## src/rtl/core/itoa_pkg.sv

```systemverilog
// itoa_pkg: shared types, character codes and microcode program for the
// signed integer to decimal ascii converter. no dependencies.
`default_nettype none

package itoa_pkg;

  // ascii character codes
  localparam logic [7:0] ASCII_ZERO  = 8'd48;
  localparam logic [7:0] ASCII_MINUS = 8'd45;

  // program counter
  localparam int PC_BITS = 3;
  typedef logic [PC_BITS-1:0] pc_t;

  localparam pc_t STEP_IDLE   = 3'd0;
  localparam pc_t STEP_DABBLE = 3'd1;
  localparam pc_t STEP_SKIPZ  = 3'd2;
  localparam pc_t STEP_SIGN   = 3'd3;
  localparam pc_t STEP_DIGIT  = 3'd4;
  localparam pc_t STEP_DONE   = 3'd5;

  // datapath operations
  typedef logic [2:0] op_t;
  localparam op_t OP_IDLE   = 3'd0;  // wait for start, load operand
  localparam op_t OP_DABBLE = 3'd1;  // add-3 and shift one bit into bcd
  localparam op_t OP_SKIPZ  = 3'd2;  // drop one leading zero digit
  localparam op_t OP_SIGN   = 3'd3;  // emit minus sign if negative
  localparam op_t OP_DIGIT  = 3'd4;  // emit top digit and shift it out
  localparam op_t OP_NOP    = 3'd5;

  // jump conditions
  typedef logic [2:0] cond_t;
  localparam cond_t COND_ALWAYS      = 3'd0;
  localparam cond_t COND_NO_START    = 3'd1;
  localparam cond_t COND_BITS_LEFT   = 3'd2;
  localparam cond_t COND_LEAD_ZERO   = 3'd3;
  localparam cond_t COND_DIGITS_LEFT = 3'd4;

  // one control word: jump to target when cond holds, else fall through
  typedef struct packed {
    op_t   op;
    cond_t cond;
    pc_t   target;
  } ctrl_word_t;

  function automatic ctrl_word_t ucode_rom(input pc_t pc);
    ctrl_word_t cw;
    unique case (pc)
      STEP_IDLE:   cw = '{op: OP_IDLE,   cond: COND_NO_START,    target: STEP_IDLE};
      STEP_DABBLE: cw = '{op: OP_DABBLE, cond: COND_BITS_LEFT,   target: STEP_DABBLE};
      STEP_SKIPZ:  cw = '{op: OP_SKIPZ,  cond: COND_LEAD_ZERO,   target: STEP_SKIPZ};
      STEP_SIGN:   cw = '{op: OP_SIGN,   cond: COND_ALWAYS,      target: STEP_DIGIT};
      STEP_DIGIT:  cw = '{op: OP_DIGIT,  cond: COND_DIGITS_LEFT, target: STEP_DIGIT};
      STEP_DONE:   cw = '{op: OP_NOP,    cond: COND_ALWAYS,      target: STEP_IDLE};
      default:     cw = '{op: OP_NOP,    cond: COND_ALWAYS,      target: STEP_IDLE};
    endcase
    return cw;
  endfunction

endpackage

`default_nettype wire

```

## src/rtl/core/signed_int_to_decimal_ascii.sv

```systemverilog
// signed_int_to_decimal_ascii: microcoded converter from a signed binary
// word to decimal ascii text. depends on itoa_pkg (types, codes, program rom).
`default_nettype none

// A word is taken on a rising edge with start high and busy low. Its text
// comes out one character per strobe on out_valid: a '-' first when the
// value is negative, then the decimal digits most significant first with no
// leading zeros (zero gives a single "0"), out_last marking the final digit.
// The most negative value converts exactly. The receiver cannot stall, so
// every strobe lasts one cycle and must be caught. A word first runs the
// shift-and-add-3 loop, one operand bit per cycle, then drops its leading
// zero digits until the first kept digit shows, takes one sign step,
// emits its D digits and ends with one closing step, where Z + D = NDIG
// (10 digits at 32 bits) and Z is the number of leading zero digits dropped.
// Control runs from a six-step program rom with a step counter and
// conditional jumps.
module signed_int_to_decimal_ascii #(
  parameter int VALUE_BITS = 32
) (
  input  wire                         clk,
  input  wire                         rst_n,
  input  wire                         start,
  output logic                        busy,
  input  wire signed [VALUE_BITS-1:0] in_value,
  output logic                        out_valid,
  output logic [7:0]                  out_char_code,
  output logic                        out_last
);

  // digit count for a magnitude up to 2^(VALUE_BITS-1)
  localparam int NDIG     = ((VALUE_BITS - 1) * 30103) / 100000 + 1;
  localparam int BCD_BITS = NDIG * 4;
  localparam int BCNT_W   = $clog2(VALUE_BITS + 1);
  localparam int DCNT_W   = $clog2(NDIG + 1);

  // sequencer state
  itoa_pkg::pc_t pc_r, pc_nxt;
  itoa_pkg::ctrl_word_t cw;
  logic cond_true;

  // datapath registers
  logic [VALUE_BITS-1:0] mag_r, mag_nxt;     // magnitude, shifted out msb first
  logic [BCD_BITS-1:0]   bcd_r, bcd_nxt;     // packed bcd digits
  logic [BCD_BITS-1:0]   bcd_adj;            // digits after add-3 correction
  logic                  neg_r, neg_nxt;
  logic [BCNT_W-1:0]     bcnt_r, bcnt_nxt;   // operand bits still to shift
  logic [DCNT_W-1:0]     dcnt_r, dcnt_nxt;   // digit positions still held
  logic [3:0]            top_digit;
  logic                  lead_zero;

  // output register
  logic       out_valid_r, out_valid_nxt;
  logic [7:0] out_char_r, out_char_nxt;
  logic       out_last_r, out_last_nxt;

  assign cw        = itoa_pkg::ucode_rom(pc_r);
  assign busy      = (pc_r != itoa_pkg::STEP_IDLE);
  assign top_digit = bcd_r[BCD_BITS-1 -: 4];
  // a leading zero can go as long as one digit stays behind
  assign lead_zero = (top_digit == 4'd0) && (dcnt_r != DCNT_W'(1));

  // add 3 to every digit of 5 or more before the shift
  always_comb begin
    for (int i = 0; i < NDIG; i++) begin
      bcd_adj[i*4 +: 4] = (bcd_r[i*4 +: 4] >= 4'd5) ? (bcd_r[i*4 +: 4] + 4'd3)
                                                     : bcd_r[i*4 +: 4];
    end
  end

  // jump condition select
  always_comb begin
    unique case (cw.cond)
      itoa_pkg::COND_ALWAYS:      cond_true = 1'b1;
      itoa_pkg::COND_NO_START:    cond_true = !start;
      itoa_pkg::COND_BITS_LEFT:   cond_true = (bcnt_r != BCNT_W'(1));
      itoa_pkg::COND_LEAD_ZERO:   cond_true = lead_zero;
      itoa_pkg::COND_DIGITS_LEFT: cond_true = (dcnt_r != DCNT_W'(1));
      default:                    cond_true = 1'b0;
    endcase
  end

  assign pc_nxt = cond_true ? cw.target : itoa_pkg::pc_t'(pc_r + 1'b1);

  // datapath driven by the current control word
  always_comb begin
    mag_nxt       = mag_r;
    bcd_nxt       = bcd_r;
    neg_nxt       = neg_r;
    bcnt_nxt      = bcnt_r;
    dcnt_nxt      = dcnt_r;
    out_valid_nxt = 1'b0;
    out_char_nxt  = out_char_r;
    out_last_nxt  = 1'b0;
    unique case (cw.op)
      itoa_pkg::OP_IDLE: begin
        if (start) begin
          // magnitude formed unsigned so the most negative value is exact
          neg_nxt  = in_value[VALUE_BITS-1];
          mag_nxt  = in_value[VALUE_BITS-1] ? (~in_value + 1'b1) : in_value;
          bcd_nxt  = '0;
          bcnt_nxt = BCNT_W'(VALUE_BITS);
          dcnt_nxt = DCNT_W'(NDIG);
        end
      end
      itoa_pkg::OP_DABBLE: begin
        {bcd_nxt, mag_nxt} = {bcd_adj[BCD_BITS-2:0], mag_r, 1'b0};
        bcnt_nxt           = bcnt_r - 1'b1;
      end
      itoa_pkg::OP_SKIPZ: begin
        if (lead_zero) begin
          bcd_nxt  = {bcd_r[BCD_BITS-5:0], 4'd0};
          dcnt_nxt = dcnt_r - 1'b1;
        end
      end
      itoa_pkg::OP_SIGN: begin
        out_valid_nxt = neg_r;
        out_char_nxt  = itoa_pkg::ASCII_MINUS;
      end
      itoa_pkg::OP_DIGIT: begin
        out_valid_nxt = 1'b1;
        out_char_nxt  = itoa_pkg::ASCII_ZERO + {4'd0, top_digit};
        out_last_nxt  = (dcnt_r == DCNT_W'(1));
        bcd_nxt       = {bcd_r[BCD_BITS-5:0], 4'd0};
        dcnt_nxt      = dcnt_r - 1'b1;
      end
      itoa_pkg::OP_NOP: begin
      end
      default: begin
      end
    endcase
  end

  // control state
  always_ff @(posedge clk) begin
    if (!rst_n) begin
      pc_r        <= itoa_pkg::STEP_IDLE;
      out_valid_r <= 1'b0;
      out_last_r  <= 1'b0;
    end else begin
      pc_r        <= pc_nxt;
      out_valid_r <= out_valid_nxt;
      out_last_r  <= out_last_nxt;
    end
  end

  // payload, no reset needed
  always_ff @(posedge clk) begin
    mag_r      <= mag_nxt;
    bcd_r      <= bcd_nxt;
    neg_r      <= neg_nxt;
    bcnt_r     <= bcnt_nxt;
    dcnt_r     <= dcnt_nxt;
    out_char_r <= out_char_nxt;
  end

  assign out_valid     = out_valid_r;
  assign out_char_code = out_char_r;
  assign out_last      = out_last_r;

  // a character only appears while a word is in flight
  a_valid_busy: assert property (@(posedge clk) disable iff (!rst_n)
    out_valid |-> busy)
    else $error("character strobe outside a conversion");

  // last mark only on a strobed character
  a_last_valid: assert property (@(posedge clk) disable iff (!rst_n)
    out_last |-> out_valid)
    else $error("last mark without strobe");

  // the sign is never the final character
  a_sign_not_last: assert property (@(posedge clk) disable iff (!rst_n)
    (out_valid && out_char_code == itoa_pkg::ASCII_MINUS) |-> !out_last)
    else $error("minus sign marked last");

  // an accepted word keeps the block busy next cycle
  a_start_busy: assert property (@(posedge clk) disable iff (!rst_n)
    (start && !busy) |=> busy)
    else $error("accepted word did not start conversion");

  // nothing follows the last character back to back
  a_gap_after_last: assert property (@(posedge clk) disable iff (!rst_n)
    (out_valid && out_last) |=> !out_valid)
    else $error("character strobed after last mark");

endmodule

`default_nettype wire

```

## config.mk

```make
export PLATFORM = sky130hd
export DESIGN_NAME = signed_int_to_decimal_ascii
export DESIGN_NICKNAME = d
export VERILOG_FILES = /design/src/rtl/core/itoa_pkg.sv /design/src/rtl/core/signed_int_to_decimal_ascii.sv
export SDC_FILE = /design/constraint.sdc
export NUM_CORES = 1
export LEC_CHECK = 0
export ABC_AREA = 1
export BUFFER_PORTS_ARGS = -buffer_cell sky130_fd_sc_hd__buf_2
export CAP_MARGIN = 30
export CORE_MARGIN = 4
export CORE_UTILIZATION = 55
export CTS_BUF_LIST = sky130_fd_sc_hd__clkbuf_16
export DETAILED_ROUTE_END_ITERATION = 16
export PLACE_DENSITY = 0.75
export SYNTH_ARGS = -nofsm -noshare
export SYNTH_HDL_FRONTEND = slang
export SYNTH_SLANG_ARGS = --single-unit
```

## constraint.sdc

```tcl
create_clock -name clk -period 3.73 [get_ports clk]
set_input_delay 0.1865 -clock clk [delete_from_list [all_inputs] [get_ports clk]]
set_output_delay 0.1865 -clock clk [all_outputs]
set_load 0.01 [all_outputs]
```

==> impl_metrics.ini <==
[synthesis]
ys_top_cells_by_area = sky130_fd_sc_hd__edfxtp_1, sky130_fd_sc_hd__nand2_1, sky130_fd_sc_hd__ha_1
post_synth_instance_area_sq_mm = 0.00593
ys_seq_elements = 93
synth_most_common_cell = sky130_fd_sc_hd__nand2_1
netlist-cell-type-count = 37
synthesis.instances = 732
synth_ff_type = sky130_fd_sc_hd__edfxtp_1
synth_area_per_cell_sq_um = 8.10
synthArstFlopShare = 0
synth-edff-count = 88
yosys-top-cells-count = sky130_fd_sc_hd__nand2_1, sky130_fd_sc_hd__nor2_1, sky130_fd_sc_hd__inv_1, sky130_fd_sc_hd__edfxtp_1, sky130_fd_sc_hd__o21ai_0
synth_largest_type_area_fraction = 0.446
synth.yosys.warnings = 0
post-synth-top-area-cell = sky130_fd_sc_hd__edfxtp_1
seq_area_frac_synth = 0.462

[floorplan]
chipHeight_um = 112
design.die.area_sq_mm = 0.0125
die_x_um = 112
start_util = 0.569
core_area_sq_mm = 0.0104
num_rows = 37
num_io_pins = 46

[place]
gpl.final_weighted_congestion = 0.888
dpl_worst_slack_ns = 1.14
port_buffers = 42
hpwl_um = 9320

[critical_path]
worst-setup-path-type = flop to flop
critical_path_buf_inv_count = 3
rr_startpoint = pc_r[0]
worst_setup_path_startpoint = pc_r[0]
critical-path-top-delay-family = simple AND/OR/NAND/NOR gates
reg2reg_depth = 8
max_stage_delay_ns = 0.50
worstSetupEndpoint = bcd_r[30]
critical_path.max_fanout = 40
timing.rr.end = bcd_r[30]
crit_path_start_kind = flop
path_cells = inv_1 > ha_1 > nand2_1 > nand3_2 > nand2_1 > o21bai_1 > inv_1 > buf_4
critical_path_arrival_ns = 2.60
reg2reg_setup_slack_ns = 1.11
cpMaxStageDelayCell = sky130_fd_sc_hd__nand3_2
timing.critical_path.required_ns = 3.71
critical_path_sink_type = flop
worstSetupPathDepth = 8

[sta]
grt_setup_unrepaired = false
fin_crit_period_ns = 2.62
final_critical_path_setup_slack_ns = 1.11
final-hold-violation-count = 0
period_share = 0.703
fmax_mhz = 381
timing_max_transition_violations_final = 0
totalNegativeSetupSlack_ns = 0
worstMarginPinSlew_ns = 0.557
worst_clock_skew_ns = 0.0111
finalSetupViolations = 0
relSlewSlack = 0.628

[clock_tree]
post_cts_resized = 0
post_cts_hold_buffer_count = 0
post-cts-setup-buffers = 0
cts_max_path_buffers = 2
tritoncts_clock_tree = built
insertion_delay_ns = 0.34
cts-buffers-inserted = 9
clk_transition_reported_paths_ns = 0.08
cts.sinks = 93
cts_htree_levels = 3
clock_tree.root_cell = sky130_fd_sc_hd__clkbuf_16

[global_route]
maximum_number_of_pins_on_one_net_before_global_route_repair = 44
met3_usage = 0.0315
grtUsageMet1 = 0.276
first_global_vias = 4864
grt.met2_usage = 0.354
antenna_found_initial = 0
grt_usage = 0.209
globalRouteOverflowTotal = 0
globalRoute.busiestLayer = met2
wire_length_of_the_first_global_routing_pass_um = 21800

[routing]
drc = 0
detail_route.first_pass.iterations = 5
antenna_violating_nets_post_route = 0
drt_iter0_markers = 332
num_vias = 4911
totalWireLength_um = 12600
routedWlPerCell_um = 13.9
via_cell_ratio = 5.38

[final_layout]
areaGrowthSynthToFinish_pct = 10.5
drive_gt1_frac = 0.0992
postLayoutCoreUtil = 0.629
design.final.nets = 838
num_antenna_cells = 0

[pwr]
maximum_ir_drop_on_the_vdd_rail_v = 0.000463
static-leakage-power_nw = 2.88
cellPowerDensity_mw_per_mm2 = 807

[flow_run]
timing.max_cap.violations = 0

[worst_hold_path]
worstHoldPathType = primary input to flop

[outcome]
outcome = finished clean
flip-flops by register name, summed over array words and instances, names as in the netlist:
signal	flops
out_valid	1
out_char_code	5
neg_r	1
bcd_r	40
mag_r	32
pc_r	3
out_last	1
dcnt_r	4
bcnt_r	6
metrics by stage:
stage / instance area (sq um) / power (mW) / hold slack (ns) / std cells
2_1_floorplan: 5930 / 3.83 / 0.285 / 733
3_5_place_dp: 6260 / 4.40 / 0.465 / 896
3_3_place_gp: 6240 / 4.25 / 0.458 / 895
4_1_cts: 6550 / 5.29 / 0.0979 / 912
6_report: 6550 / 5.29 / 0.112 / 912
5_1_grt: 6550 / 5.76 / 0.111 / 912
worst min path at each step:
stage / from / endpoint / slack (ns) / depth (start not counted)
detailed placement: rst_n / pc_r[2] / 0.47 / 3
floorplan: in_value[31] / neg_r / 0.29 / 0
global route: rst_n / pc_r[2] / 0.11 / 3
finish: rst_n / pc_r[1] / 0.11 / 3
global placement: rst_n / pc_r[2] / 0.46 / 3
CTS: rst_n / pc_r[2] / 0.1 / 3
worst min-delay path, stage by stage:
cell and delay, ns:
sky130_fd_sc_hd__buf_2 0.13, sky130_fd_sc_hd__nand2_1 0.07, sky130_fd_sc_hd__nor2_1 0.03
layer usage:
metal	vias to the layer above	routed length [um]
met1	2237	5850
li1	2534	-
met2	125	6090
met5	-	0
met4	0	155
met3	15	538
cell type report:
| class | count | area (sq um) |
|---|---|---|
| Multi-Input combinational cell | 517 | 2700 |
| Clock inverter | 7 | 65.1 |
| Sequential cell | 93 | 2740 |
| Timing Repair Buffer | 49 | 275 |
| Clock buffer | 9 | 225 |
| Fill cell | 917 | 3860 |
| Tap cell | 136 | 170 |
| Inverter | 101 | 379 |
power breakdown:
group,internal [mW],total (mW),switching (mW)
logic,0.739,2.29,1.55
clock network,0.467,0.877,0.410
registers,1.88,2.12,0.240
total,3.08,5.29,2.20
placed cells by master, fill, tap and decap left out, drive strengths merged:
master,count
a21o,1
nand3b,3
a21oi,22
a31oi,3
clkinv,4
nor3,5
o211ai,1
a211oi,2
o32ai,5
clkbuf,9
o31ai,1
nand4,5
ha,32
dfxtp,5
o21bai,2
xnor2,4
and3,1
nor2,101
o21ai,67
xor2,13
nand2,167
o22ai,32
nand3,46
buf,49
or2,1
conb,3
inv,104
edfxtp,88
logic make-up (layout without fill, tap and decap cells):
group           Yosys count  count (layout)  synth area share
compound gates          136             136             0.129
other cells               2               3           0.00127
simple gates            329             329             0.229
buf+inv                 123             166            0.0859
xor+xnor                 17              17            0.0251
fa+ha+maj                32              32            0.0675
flops                    93              93             0.462
Power figures use the tool's default switching activity.
